<file path="config.mk">
export PLATFORM = sky130hd
export DESIGN_NAME = sensor_command_line_parser_core
export DESIGN_NICKNAME = d
export VERILOG_FILES = /design/src/hw/rtl/sclp_pkg.sv /design/src/hw/rtl/sensor_command_line_parser_core.sv
export VERILOG_INCLUDE_DIRS = /design/src /design/src/hw/rtl
export SDC_FILE = /design/constraint.sdc
export NUM_CORES = 1
export LEC_CHECK = 0
export BUFFER_PORTS_ARGS = -buffer_cell sky130_fd_sc_hd__clkbuf_2
export CAP_MARGIN = 15
export CORE_ASPECT_RATIO = 1.1
export CORE_UTILIZATION = 60
export CTS_CLUSTER_DIAMETER = 30
export DETAILED_ROUTE_END_ITERATION = 6
export PLACE_DENSITY = 0.87
export SLEW_MARGIN = 20
export SYNTH_ARGS = -nofsm -noshare
export SYNTH_HDL_FRONTEND = slang
export SYNTH_SLANG_ARGS = --single-unit
</file>
<file path="constraint.sdc">
create_clock -name i_clk -period 8.9 [get_ports i_clk]
set_clock_uncertainty 0.2 [all_clocks]
set_input_delay 0.445 -clock i_clk [delete_from_list [all_inputs] [get_ports i_clk]]
set_output_delay 0.445 -clock i_clk [all_outputs]
set_load 0.1 [all_outputs]
</file>
<file path="src/hw/rtl/sensor_command_line_parser_core_macros.svh">
// Assertion macros for the sensor command line parser core.
`ifndef SENSOR_COMMAND_LINE_PARSER_CORE_MACROS_SVH
`define SENSOR_COMMAND_LINE_PARSER_CORE_MACROS_SVH

// Same-cycle implication, checked outside reset.
`define SCLP_ASSERT_IMPLY(label, clk, rst_n, ante, cons) \
    label: assert property (@(posedge clk) disable iff (!rst_n) (ante) |-> (cons)) \
        else $error("sclp assertion failed: same-cycle implication");

// Next-cycle implication, checked outside reset.
`define SCLP_ASSERT_NEXT(label, clk, rst_n, ante, cons) \
    label: assert property (@(posedge clk) disable iff (!rst_n) (ante) |=> (cons)) \
        else $error("sclp assertion failed: next-cycle implication");

`endif

</file>
<file path="src/hw/rtl/sclp_pkg.sv">
// Package: item types, command table and codes for the command line parser.
`timescale 1ns / 1ps

package sclp_pkg;

    // Line and matcher sizing
    localparam int LINE_MAX   = 255;
    localparam int POS_W      = $clog2(LINE_MAX + 1);
    localparam int NUM_CMDS   = 7;
    localparam int NUM_OFFSET = 7;
    localparam int CMD_CHARS  = 8;
    localparam int CHAR_IDX_W = $clog2(CMD_CHARS);

    // Command codes on the result item
    localparam logic [3:0] CMD_NONE    = 4'd0;
    localparam logic [3:0] CMD_SCALE_F = 4'd1;
    localparam logic [3:0] CMD_SCALE_C = 4'd2;
    localparam logic [3:0] CMD_STOP    = 4'd3;
    localparam logic [3:0] CMD_START   = 4'd4;
    localparam logic [3:0] CMD_PERIOD  = 4'd5;
    localparam logic [3:0] CMD_LOG     = 4'd6;
    localparam logic [3:0] CMD_OFF     = 4'd7;
    localparam logic [3:0] CMD_INVALID = 4'd8;

    // Configuration register indexes
    localparam logic CFG_LOG_ENABLED  = 1'b0;
    localparam logic CFG_START_PERIOD = 1'b1;

    // Item kinds
    localparam logic KIND_BYTE = 1'b0;
    localparam logic KIND_TICK = 1'b1;

    // Number scan phases after the PERIOD= prefix
    localparam logic [1:0] NUM_WAIT   = 2'd0;
    localparam logic [1:0] NUM_DIGITS = 2'd1;
    localparam logic [1:0] NUM_DONE   = 2'd2;

    // Special bytes
    localparam logic [7:0] CH_NL   = 8'h0A;
    localparam logic [7:0] CH_NUL  = 8'h00;
    localparam logic [7:0] CH_SP   = 8'h20;
    localparam logic [7:0] CH_TAB  = 8'h09;
    localparam logic [7:0] CH_CR   = 8'h0D;
    localparam logic [7:0] CH_VT   = 8'h0B;
    localparam logic [7:0] CH_FF   = 8'h0C;
    localparam logic [7:0] CH_PLUS = 8'h2B;
    localparam logic [7:0] CH_MIN  = 8'h2D;
    localparam logic [7:0] CH_0    = 8'h30;
    localparam logic [7:0] CH_9    = 8'h39;

    // Command table, zero padded
    localparam logic [7:0] CMD_TEXT [NUM_CMDS][CMD_CHARS] = '{
        '{"S", "C", "A", "L", "E", "=", "F", 8'h00},
        '{"S", "C", "A", "L", "E", "=", "C", 8'h00},
        '{"S", "T", "O", "P", 8'h00, 8'h00, 8'h00, 8'h00},
        '{"S", "T", "A", "R", "T", 8'h00, 8'h00, 8'h00},
        '{"P", "E", "R", "I", "O", "D", "=", 8'h00},
        '{"L", "O", "G", 8'h00, 8'h00, 8'h00, 8'h00, 8'h00},
        '{"O", "F", "F", 8'h00, 8'h00, 8'h00, 8'h00, 8'h00}
    };
    localparam logic [POS_W-1:0] CMD_LEN [NUM_CMDS] = '{
        POS_W'(7), POS_W'(7), POS_W'(4), POS_W'(5), POS_W'(7), POS_W'(3), POS_W'(3)
    };
    localparam logic [NUM_CMDS-1:0] CMD_PREFIX = 7'b0110000;
    localparam logic [3:0] CMD_CODE [NUM_CMDS] = '{
        CMD_SCALE_F, CMD_SCALE_C, CMD_STOP, CMD_START, CMD_PERIOD, CMD_LOG, CMD_OFF
    };

    typedef struct packed {
        logic       kind;
        logic [7:0] char_in;
    } t_in_item;

    typedef struct packed {
        logic [3:0]  command_code;
        logic        report_due;
        logic        no_log_notice;
        logic        celsius_mode;
        logic        running;
        logic [15:0] period_now;
        logic        halted;
    } t_out_item;

endpackage

</file>
<file path="src/hw/rtl/sensor_command_line_parser_core.sv">
// Sensor command line parser: byte matcher, period scan, tick counter, status.
// An accepted item is held in the input register; its decoded result goes to the result register.
// Throughput: one item per cycle while the result is not stalled; the decode between the two registers sets it.
// While a result waits, one more item is taken into the input register.
// Reset (i_rst_n low, synchronous) clears the line, sets Fahrenheit, running,
// period 1, elapsed count saturated, log disabled, not halted; no clearing pass.
`timescale 1ns / 1ps

`include "sensor_command_line_parser_core_macros.svh"

module sensor_command_line_parser_core
    import sclp_pkg::*;
(
    input  logic        i_clk,
    input  logic        i_rst_n,
    input  logic        i_in_valid,
    output logic        o_in_ready,
    input  t_in_item    i_in_item,
    output logic        o_out_valid,
    input  logic        i_out_ready,
    output t_out_item   o_out_item,
    input  logic        i_cfg_wr_en,
    input  logic        i_cfg_index,
    input  logic [15:0] i_cfg_wr_data
);

    // Input stage
    logic               r_in_valid;
    t_in_item           r_in_item;
    // Result stage
    logic               r_out_valid;
    t_out_item          r_out_item;
    // Line matcher state
    logic [POS_W-1:0]    r_pos,     n_pos;
    logic [NUM_CMDS-1:0] r_mask,    n_mask;
    logic [1:0]          r_phase,   n_phase;
    logic                r_neg,     n_neg;
    logic [15:0]         r_num,     n_num;
    logic                r_closed,  n_closed;
    // Status state
    logic                r_celsius, n_celsius;
    logic                r_run,     n_run;
    logic [15:0]         r_period,  n_period;
    logic [15:0]         r_elapsed, n_elapsed;
    logic                r_halt,    n_halt;
    logic                r_log_en;

    t_out_item           n_result;
    logic                move;

    assign move        = r_in_valid && (!r_out_valid || i_out_ready);
    assign o_in_ready  = !r_in_valid || move;
    assign o_out_valid = r_out_valid;
    assign o_out_item  = r_out_item;

    // Decode one item against the current state
    always_comb begin
        logic [7:0]  c;
        logic        blank;
        logic        digit;
        logic        take_num;
        logic [19:0] prod;
        logic [3:0]  code;
        logic        found;
        logic        hit;

        n_pos     = r_pos;
        n_mask    = r_mask;
        n_phase   = r_phase;
        n_neg     = r_neg;
        n_num     = r_num;
        n_closed  = r_closed;
        n_celsius = r_celsius;
        n_run     = r_run;
        n_period  = r_period;
        n_elapsed = r_elapsed;
        n_halt    = r_halt;
        n_result  = '0;

        c        = r_in_item.char_in;
        blank    = (c == CH_SP) || (c == CH_TAB) || (c == CH_CR) ||
                   (c == CH_VT) || (c == CH_FF);
        digit    = (c >= CH_0) && (c <= CH_9);
        prod     = ({4'd0, r_num} << 3) + ({4'd0, r_num} << 1) + {16'd0, c[3:0]};
        code     = CMD_INVALID;
        found    = 1'b0;
        hit      = 1'b0;
        take_num = 1'b0;

        if (!r_halt) begin
            if (r_in_item.kind == KIND_TICK) begin
                // Count seconds, saturating, and fire a report when due
                if (r_elapsed != 16'hFFFF) begin
                    n_elapsed = r_elapsed + 16'd1;
                end
                if (r_run && (n_elapsed >= r_period)) begin
                    n_result.report_due = 1'b1;
                    n_elapsed = '0;
                end
            end else if (c == CH_NL) begin
                // Pick the first surviving command whose length fits
                for (int i = 0; i < NUM_CMDS; i++) begin
                    hit = CMD_PREFIX[i] ? (r_pos >= CMD_LEN[i]) : (r_pos == CMD_LEN[i]);
                    if (!found && r_mask[i] && hit) begin
                        found = 1'b1;
                        code  = CMD_CODE[i];
                    end
                end
                n_result.command_code = code;
                case (code)
                    CMD_SCALE_F: n_celsius = 1'b0;
                    CMD_SCALE_C: n_celsius = 1'b1;
                    CMD_STOP:    n_run = 1'b0;
                    CMD_START:   n_run = 1'b1;
                    CMD_PERIOD:  n_period = r_neg ? 16'd0 : r_num;
                    CMD_LOG:     n_result.no_log_notice = !r_log_en;
                    CMD_OFF:     n_halt = 1'b1;
                    default:     ;
                endcase
                // Clear the line
                n_pos    = '0;
                n_mask   = '1;
                n_phase  = NUM_WAIT;
                n_neg    = 1'b0;
                n_num    = '0;
                n_closed = 1'b0;
            end else if (!r_closed && (r_pos < POS_W'(LINE_MAX))) begin
                if (c == CH_NUL) begin
                    n_closed = 1'b1;
                end else begin
                    // Drop candidates that mismatch or run past their length
                    for (int i = 0; i < NUM_CMDS; i++) begin
                        if (r_pos < CMD_LEN[i]) begin
                            if (CMD_TEXT[i][r_pos[CHAR_IDX_W-1:0]] != c) begin
                                n_mask[i] = 1'b0;
                            end
                        end else if (!CMD_PREFIX[i]) begin
                            n_mask[i] = 1'b0;
                        end
                    end
                    // Scan the period number after the prefix
                    if (r_pos >= POS_W'(NUM_OFFSET)) begin
                        if (r_phase == NUM_WAIT) begin
                            if (c == CH_PLUS || c == CH_MIN) begin
                                n_neg   = (c == CH_MIN);
                                n_phase = NUM_DIGITS;
                            end else if (!blank) begin
                                n_phase  = NUM_DIGITS;
                                take_num = 1'b1;
                            end
                        end else if (r_phase == NUM_DIGITS) begin
                            take_num = 1'b1;
                        end
                        if (take_num) begin
                            if (digit) begin
                                n_num = (prod[19:16] != 4'd0) ? 16'hFFFF : prod[15:0];
                            end else begin
                                n_phase = NUM_DONE;
                            end
                        end
                    end
                    n_pos = r_pos + POS_W'(1);
                end
            end
        end

        n_result.celsius_mode = n_celsius;
        n_result.running      = n_run;
        n_result.period_now   = n_period;
        n_result.halted       = n_halt;
    end

    // Advance handshake, state and configuration
    always_ff @(posedge i_clk) begin
        if (!i_rst_n) begin
            r_in_valid  <= 1'b0;
            r_out_valid <= 1'b0;
            r_pos       <= '0;
            r_mask      <= '1;
            r_phase     <= NUM_WAIT;
            r_neg       <= 1'b0;
            r_num       <= '0;
            r_closed    <= 1'b0;
            r_celsius   <= 1'b0;
            r_run       <= 1'b1;
            r_period    <= 16'd1;
            r_elapsed   <= 16'hFFFF;
            r_halt      <= 1'b0;
            r_log_en    <= 1'b0;
        end else begin
            if (o_in_ready) begin
                r_in_valid <= i_in_valid;
            end
            if (move) begin
                r_out_valid <= 1'b1;
                r_pos       <= n_pos;
                r_mask      <= n_mask;
                r_phase     <= n_phase;
                r_neg       <= n_neg;
                r_num       <= n_num;
                r_closed    <= n_closed;
                r_celsius   <= n_celsius;
                r_run       <= n_run;
                r_period    <= n_period;
                r_elapsed   <= n_elapsed;
                r_halt      <= n_halt;
            end else if (i_out_ready) begin
                r_out_valid <= 1'b0;
            end
            if (i_cfg_wr_en) begin
                unique case (i_cfg_index)
                    CFG_LOG_ENABLED:  r_log_en <= i_cfg_wr_data[0];
                    CFG_START_PERIOD: r_period <= i_cfg_wr_data;
                    default:          ;
                endcase
            end
        end
    end

    // Hold payload registers without reset
    always_ff @(posedge i_clk) begin
        if (o_in_ready && i_in_valid) begin
            r_in_item <= i_in_item;
        end
        if (move) begin
            r_out_item <= n_result;
        end
    end

    // Checks
    `SCLP_ASSERT_NEXT(a_halt_sticky, i_clk, i_rst_n, r_halt && !i_cfg_wr_en, r_halt)
    `SCLP_ASSERT_IMPLY(a_report_no_cmd, i_clk, i_rst_n,
        r_out_valid && r_out_item.report_due, r_out_item.command_code == CMD_NONE)
    `SCLP_ASSERT_IMPLY(a_notice_on_log, i_clk, i_rst_n,
        r_out_valid && r_out_item.no_log_notice, r_out_item.command_code == CMD_LOG)
    `SCLP_ASSERT_IMPLY(a_stall_blocks_in, i_clk, i_rst_n,
        r_in_valid && r_out_valid && !i_out_ready, !o_in_ready)

endmodule
</file>
=== After elaboration in Yosys (flattened, before gate mapping) ===
Memories as Yosys holds them, arrays and structs flattened.
Cells that the tools add are included.

* Output and inout bits: 27
* Bits in registers: 107
* ROM bits: 448
* Memories: 7
* Bits of input ports: 31
* Word-level logic and storage cells: 288

* $add $sub $neg: 4
* Magnitude comparators: 11
* Reduce and logical (&&, ||, !) cells: 67
* Mux-type cells: 130
* Bitwise operators: 6
* Equality and inequality tests: 34

{| class="wikitable"
|+ Memories
! name !! words !! bits a word !! read ports !! clocked after Yosys merged registers in !! write ports !! RTL line !! source
|-
| (no name shown) || 8 || 8 || 1 || 0 || 0 || sensor_command_line_parser_core.sv:134 || <nowiki>if (CMD_TEXT[i][r_pos[CHAR_IDX_W-1:0]] != c) begin</nowiki>
|-
| (no name shown) || 8 || 8 || 1 || 0 || 0 || sensor_command_line_parser_core.sv:134 ||
|-
| (no name shown) || 8 || 8 || 1 || 0 || 0 || sensor_command_line_parser_core.sv:134 ||
|-
| (no name shown) || 8 || 8 || 1 || 0 || 0 || sensor_command_line_parser_core.sv:134 ||
|-
| (no name shown) || 8 || 8 || 1 || 0 || 0 || sensor_command_line_parser_core.sv:134 ||
|-
| (no name shown) || 8 || 8 || 1 || 0 || 0 || sensor_command_line_parser_core.sv:134 ||
|-
| 1 more memories || - || - || - || - || - || - ||
|}

{| class="wikitable"
|+ Operators with widths
! operator !! count
|-
| 2-to-1 mux 16 bit || 19
|-
| 2-to-1 mux 8 bit || 17
|-
| 2-to-1 mux 1 bit || 70
|-
| != test 8 bit || 7
|-
| equality test 8 x 4 -> 1 bit, second input constant || 5
|-
| 2-to-1 mux 4 bit || 10
|-
| AND reduction 6 bit || 6
|-
| equality test 8 x 3 -> 1 bit, second input constant || 3
|-
| equality test 8 x 6 -> 1 bit, second input constant || 3
|-
| < comparator 8 x 3 -> 1 bit, second input constant || 3
|-
| nonzero test 2 bit || 12
|-
| 2-to-1 mux 7 bit || 3
|-
| adder 19 x 17 -> 20 bit || 1
|-
| adder 20 x 4 -> 20 bit || 1
|-
| logical AND 1 bit || 18
|-
| 2-to-1 mux 2 bit || 9
|-
| adder 16 x 1 -> 16 bit, second input constant || 1
|-
| equality test 4 x 3 -> 1 bit, second input constant || 4
|-
| >= comparator 16 bit || 1
|-
| != test 16 bit, second input constant || 1
|-
| AND reduction 8 bit || 2
|-
| AND reduction 7 bit || 2
|-
| != test 3 x 2 -> 1 bit, second input constant || 4
|-
| zero test 1 bit || 10
|-
| other kinds (27) || 40
|}

=== Longest topological paths before layout ===
* Depth in word-level cells: 56
* Depth in mapped cells: 19
* Gate-level depth less buffers: 15

=== Least setup slack after synthesis ===
No wires, ideal clock.

* Kind: register to register
* Start point: register r_elapsed[4]
* End point: register r_out_item, in the netlist o_out_item[20] (data pin)
* Setup slack: 4.911 ns
* Stages on the path, launching flop included: 18
* Data required time: 8.434 ns
* Library setup time: 0.266 ns
* Data arrival time: 3.523 ns
* Clock period less this slack: 3.989 ns
* Path buffers: 4
* Cell sequence: dfxtp_1 -> clkbuf_1 -> nand4_1 -> nor4_1 -> nand2b_1 -> clkbuf_1 -> and2_1 -> clkbuf_1 -> nand4_1 -> nand2b_1 -> nand2_1 -> ha_1 -> o21a_1 -> o21a_1 -> a311o_1 -> a21oi_1 -> clkbuf_1 -> nor2_1

* Word-level cells in the longest chain between the ends: 7
* Elaborated cells on any way between the ends: 8
* Those cells by class: add/sub (1); order compare (1); eq/ne (1); mux (4); reduce/logical (1)

{| class="wikitable"
|+ Ends and longest elaborated chain
! what !! RTL line !! source
|-
| start: declaration || sensor_command_line_parser_core.sv:44 || <nowiki>logic [15:0] r_elapsed, n_elapsed;</nowiki>
|-
| start signal: assignment || sensor_command_line_parser_core.sv:205 || <nowiki>r_elapsed <= n_elapsed;</nowiki>
|-
| adder 16 x 1 -> 16 bit or != test 16 bit (tied branches) || sensor_command_line_parser_core.sv:94, sensor_command_line_parser_core.sv:93 ||
|-
| 2-to-1 mux 16 bit (*) || sensor_command_line_parser_core.sv:93 || <nowiki>if (r_elapsed != 16'hFFFF) begin</nowiki>
|-
| 2-to-1 mux 16 bit (*) || sensor_command_line_parser_core.sv:91 || <nowiki>if (r_in_item.kind == KIND_TICK) begin</nowiki>
|-
| 2-to-1 mux 16 bit (*) || sensor_command_line_parser_core.sv:90 || <nowiki>if (!r_halt) begin</nowiki>
|-
| >= comparator 16 bit (*) || sensor_command_line_parser_core.sv:96 || <nowiki>if (r_run && (n_elapsed >= r_period)) begin</nowiki>
|-
| logical AND 1 bit (*) || sensor_command_line_parser_core.sv:96 ||
|-
| 2-to-1 mux 1 bit (*) || sensor_command_line_parser_core.sv:96 ||
|-
| end signal: assignment || sensor_command_line_parser_core.sv:226 || <nowiki>r_out_item <= n_result;</nowiki>
|-
| end: declaration || sensor_command_line_parser_core.sv:32 || <nowiki>t_out_item r_out_item;</nowiki>
|}

Every way passes the cells marked *; elsewhere a longest branch is shown, timed or not. The select of a mux whose other input is x is not followed.
A chain may end at the register's enable or synchronous reset.

=== Final worst setup path ===
* Start point: register r_elapsed[4]
* End point: register r_elapsed[11]

* Word-level cells in the longest chain between the ends: 7
* Elaborated cells on any way between the ends: 8
* Those cells by class: add/sub (1); order compare (1); eq/ne (1); mux (4); reduce/logical (1)

{| class="wikitable"
|+ Ends and longest elaborated chain
! what !! RTL line
|-
| adder 16 x 1 -> 16 bit or != test 16 bit (tied branches) || sensor_command_line_parser_core.sv:94, sensor_command_line_parser_core.sv:93
|-
| 2-to-1 mux 16 bit (*) || sensor_command_line_parser_core.sv:93
|-
| 2-to-1 mux 16 bit (*) || sensor_command_line_parser_core.sv:91
|-
| 2-to-1 mux 16 bit (*) || sensor_command_line_parser_core.sv:90
|-
| >= comparator 16 bit || sensor_command_line_parser_core.sv:96
|-
| logical AND 1 bit || sensor_command_line_parser_core.sv:96
|-
| 2-to-1 mux 16 bit (*) || sensor_command_line_parser_core.sv:96
|}

Marked as above.

==> impl_metrics.tcl <==
set metrics [dict create \
    drv_cap 0 \
    fin_crit_ns 4.245 \
    synth_top_area_frac 0.2029 \
    slowest_delay_ns 0.47 \
    synth_edf_count 34 \
    area_delta_synth_final_pct 8.860 \
    syn_area_um2 7202 \
    clk_pin_slew_ns 0.08 \
    initial_utilization 0.6212 \
    worstPathCellList "nand4_1, nor4_1, nand2b_1, and2_1, nand4_1, nand2b_1, nand2_1, ha_1, o21a_1, o21a_1, a311o_1, a21oi_1, buf_4, nand2_1, o221ai_1" \
    die_w_um 106.5 \
    cts_num_sinks 107 \
    critPathKind "reg2reg" \
    reg2reg_from "r_elapsed[4]$_SDFFE_PN1P_" \
    yosys.area.top_type "dfxtp_1" \
    min_path_type "in2reg" \
    fmax_mhz 235.6 \
    status "finished clean" \
    worst_pin_slew_ns 1.103 \
    ant_nets 0 \
    final_cell_mix "90 x nand2_1, 73 x dfxtp_1, 64 x nor2_1" \
    antenna_found_initial 0 \
    final_common_cell "nand2_1" \
    clockBufferDepth 2 \
    core_area_um2 11590 \
    p_leak_uw 0.003196 \
    synth-seq-area-share 0.3447 \
    ios 58 \
    slowest_stage "nor4_1" \
    ctsHoldBuffers 0 \
    post-route-period-util 0.4770 \
    synth.area.top_cells "dfxtp_1 20%, edfxtp_1 14%, ha_1 9.4%" \
    synth_nets 913 \
    die_height_um 116.9 \
    route.detailed.drc 0 \
    clkLatencyLatePin_ns 0.37 \
    clockRootBuffer "clkbuf_16" \
    wl_per_cell_um 16.91 \
    avgSynthCellArea_um2 8.719 \
    io_buffer_count 57 \
    dr_total_vias 6343 \
    synthFlopType "dfxtp_1" \
    powerDensity_nw_per_um2 153.6 \
    crit_fanout 18 \
    n_antenna_cell 0 \
    post-cts-setup-buffers 0 \
    cts_resized 0 \
    synth.distinct_cells 71 \
    drive_gt1_frac 0.1381 \
    grtUsageTotal 0.2863 \
    die-area_um2 12450 \
    nets 944 \
    drt-total-wl_mm 17.11 \
    worstRegToRegCells 15 \
    overflow 0 \
    ir_drop_mv 0.1069 \
    hold_depth 1 \
    fin_util 0.6762 \
    end_kind "register" \
    rsz0062_at_grt "no" \
    grt_pass1_wl_mm 28.23 \
    dr.pass1.iters 5 \
    synthCells 826 \
    reg2reg_to "r_elapsed[11]$_SDFFE_PN1P_" \
    slew_viol_final 0 \
    setup_violations 0 \
    crit_required_ns 8.98 \
    htreeDepth 3 \
    finalSetupTns_ns 0 \
    hold_viol_final 0 \
    critPathLaunchType "register" \
    ys_warn_count 0 \
    gp_congestion 0.9223 \
    relSlewSlack 0.2602 \
    hold_end "r_in_item[6]$_DFFE_PP_" \
    ys_ff_latch 107 \
    r2r_slack_ns 4.65 \
    async_reset_ff_frac 0 \
    first_global_vias 5843 \
    arrival_ns 4.33 \
    grt_max_degree 40 \
    numCtsBuffers 9 \
    vias_per_cell 6.268 \
    worstHoldStart "i_in_item[6]" \
    num_rows 41 \
    drtIter0Drc 576 \
    cts_tree "yes" \
    hpwlAfterDp_mm 12.35 \
]
==> power by group <==
part | switching [uW] | internal, uW
Sequential | 21.9 | 522
Combinational | 163 | 94.3
Clock | 204 | 198
==> worst max-delay path by stage <==
stage                              startpoint                      endpoint  slack [ns]  cells past startpoint
floorplan           r_elapsed[4]$_SDFFE_PN1P_  o_out_item[20]$_SDFFCE_PP0P_        4.91                     17
global placement    r_elapsed[4]$_SDFFE_PN1P_     r_elapsed[6]$_SDFFE_PN1P_        4.84                     15
detailed placement                i_out_ready         r_num[9]$_SDFFE_PN0P_        4.72                      8
CTS                 r_elapsed[4]$_SDFFE_PN1P_    r_elapsed[11]$_SDFFE_PN1P_        4.72                     15
global route        r_elapsed[4]$_SDFFE_PN1P_    r_elapsed[11]$_SDFFE_PN1P_        4.37                     15
finish              r_elapsed[4]$_SDFFE_PN1P_    r_elapsed[11]$_SDFFE_PN1P_        4.65                     15
==> area by class of cell <==
cell class / instances / area [um2]
clock inverter: 7 / 65.06
tap: 150 / 187.7
multi-input combinational: 631 / 4384
fill: 942 / 3754
clock buffer: 9 / 225.2
sequential: 107 / 2482
inverter: 46 / 172.7
timing repair buffer: 62 / 322.8
==> per-stage QoR <==
step / std cells / hold WS, ns / cell area (um2) / power, uW / worst slack (ns)
after CTS: 1012 / 0.04526 / 7840 / 1205 / 4.719
after detailed placement: 996 / 0.2488 / 7550 / 807.0 / 4.720
after global routing: 1012 / 0.04444 / 7840 / 1255 / 4.372
after floorplan: 826 / 0.2363 / 7202 / 749.9 / 4.911
after global placement: 996 / 0.2517 / 7550 / 800.6 / 4.845
final: 1012 / 0.04801 / 7840 / 1204 / 4.655
==> cells by family after synthesis <==
kind of cell               count (synthesis)  synth area share
and+or+nand+nor                          287            0.1967
AOI/OAI and AO/OA                        196            0.1852
DFF                                      107            0.3447
buffers and inverters                     88           0.04760
adders and majority gates                 57            0.1008
muxes                                     51           0.07644
xor gates and xnor gates                  40           0.04865
==> worst max-delay path, delay by kind of cell (launching register included) <==
kind	cells	cell delay, ns
AO/OA/AOI/OAI	5	0.98
adder cells (fa/ha/maj)	1	0.27
buffers and inverters	1	0.25
flip-flops	1	0.46
AND/OR/NAND/NOR	8	1.99
==> synth_stat cells (20+ instances only) <==
cell type	count
ha_1	54
dfxtp_1	73
mux2_2	32
nor2_1	64
xnor2_1	25
edfxtp_1	34
clkbuf_1	37
o21ai_0	36
nand3_1	30
inv_1	44
a21oi_1	49
nand2_1	90
nor2b_1	20
==> state kept, by name, summed over array words and instances, names as in the netlist <==
signal       count
r_neg            1
r_halt           1
r_pos            8
r_num           16
r_in_valid       1
r_log_en         1
r_closed         1
r_run            1
r_phase          2
r_in_item        9
r_elapsed       16
r_mask           7
r_celsius        1
o_out_item      25
o_out_valid      1
r_period        16
==> metal layers <==
metal,share of wire,up-vias,track usage,wire [um]
met5,0,-,0,0
met4,0.034,0,0.1306,582
met3,0.056,42,0.04651,950
met2,0.47,221,0.4779,8086
met1,0.44,2967,0.3680,7491
li1,-,3113,-,-
Power figures use the tool's default switching activity.
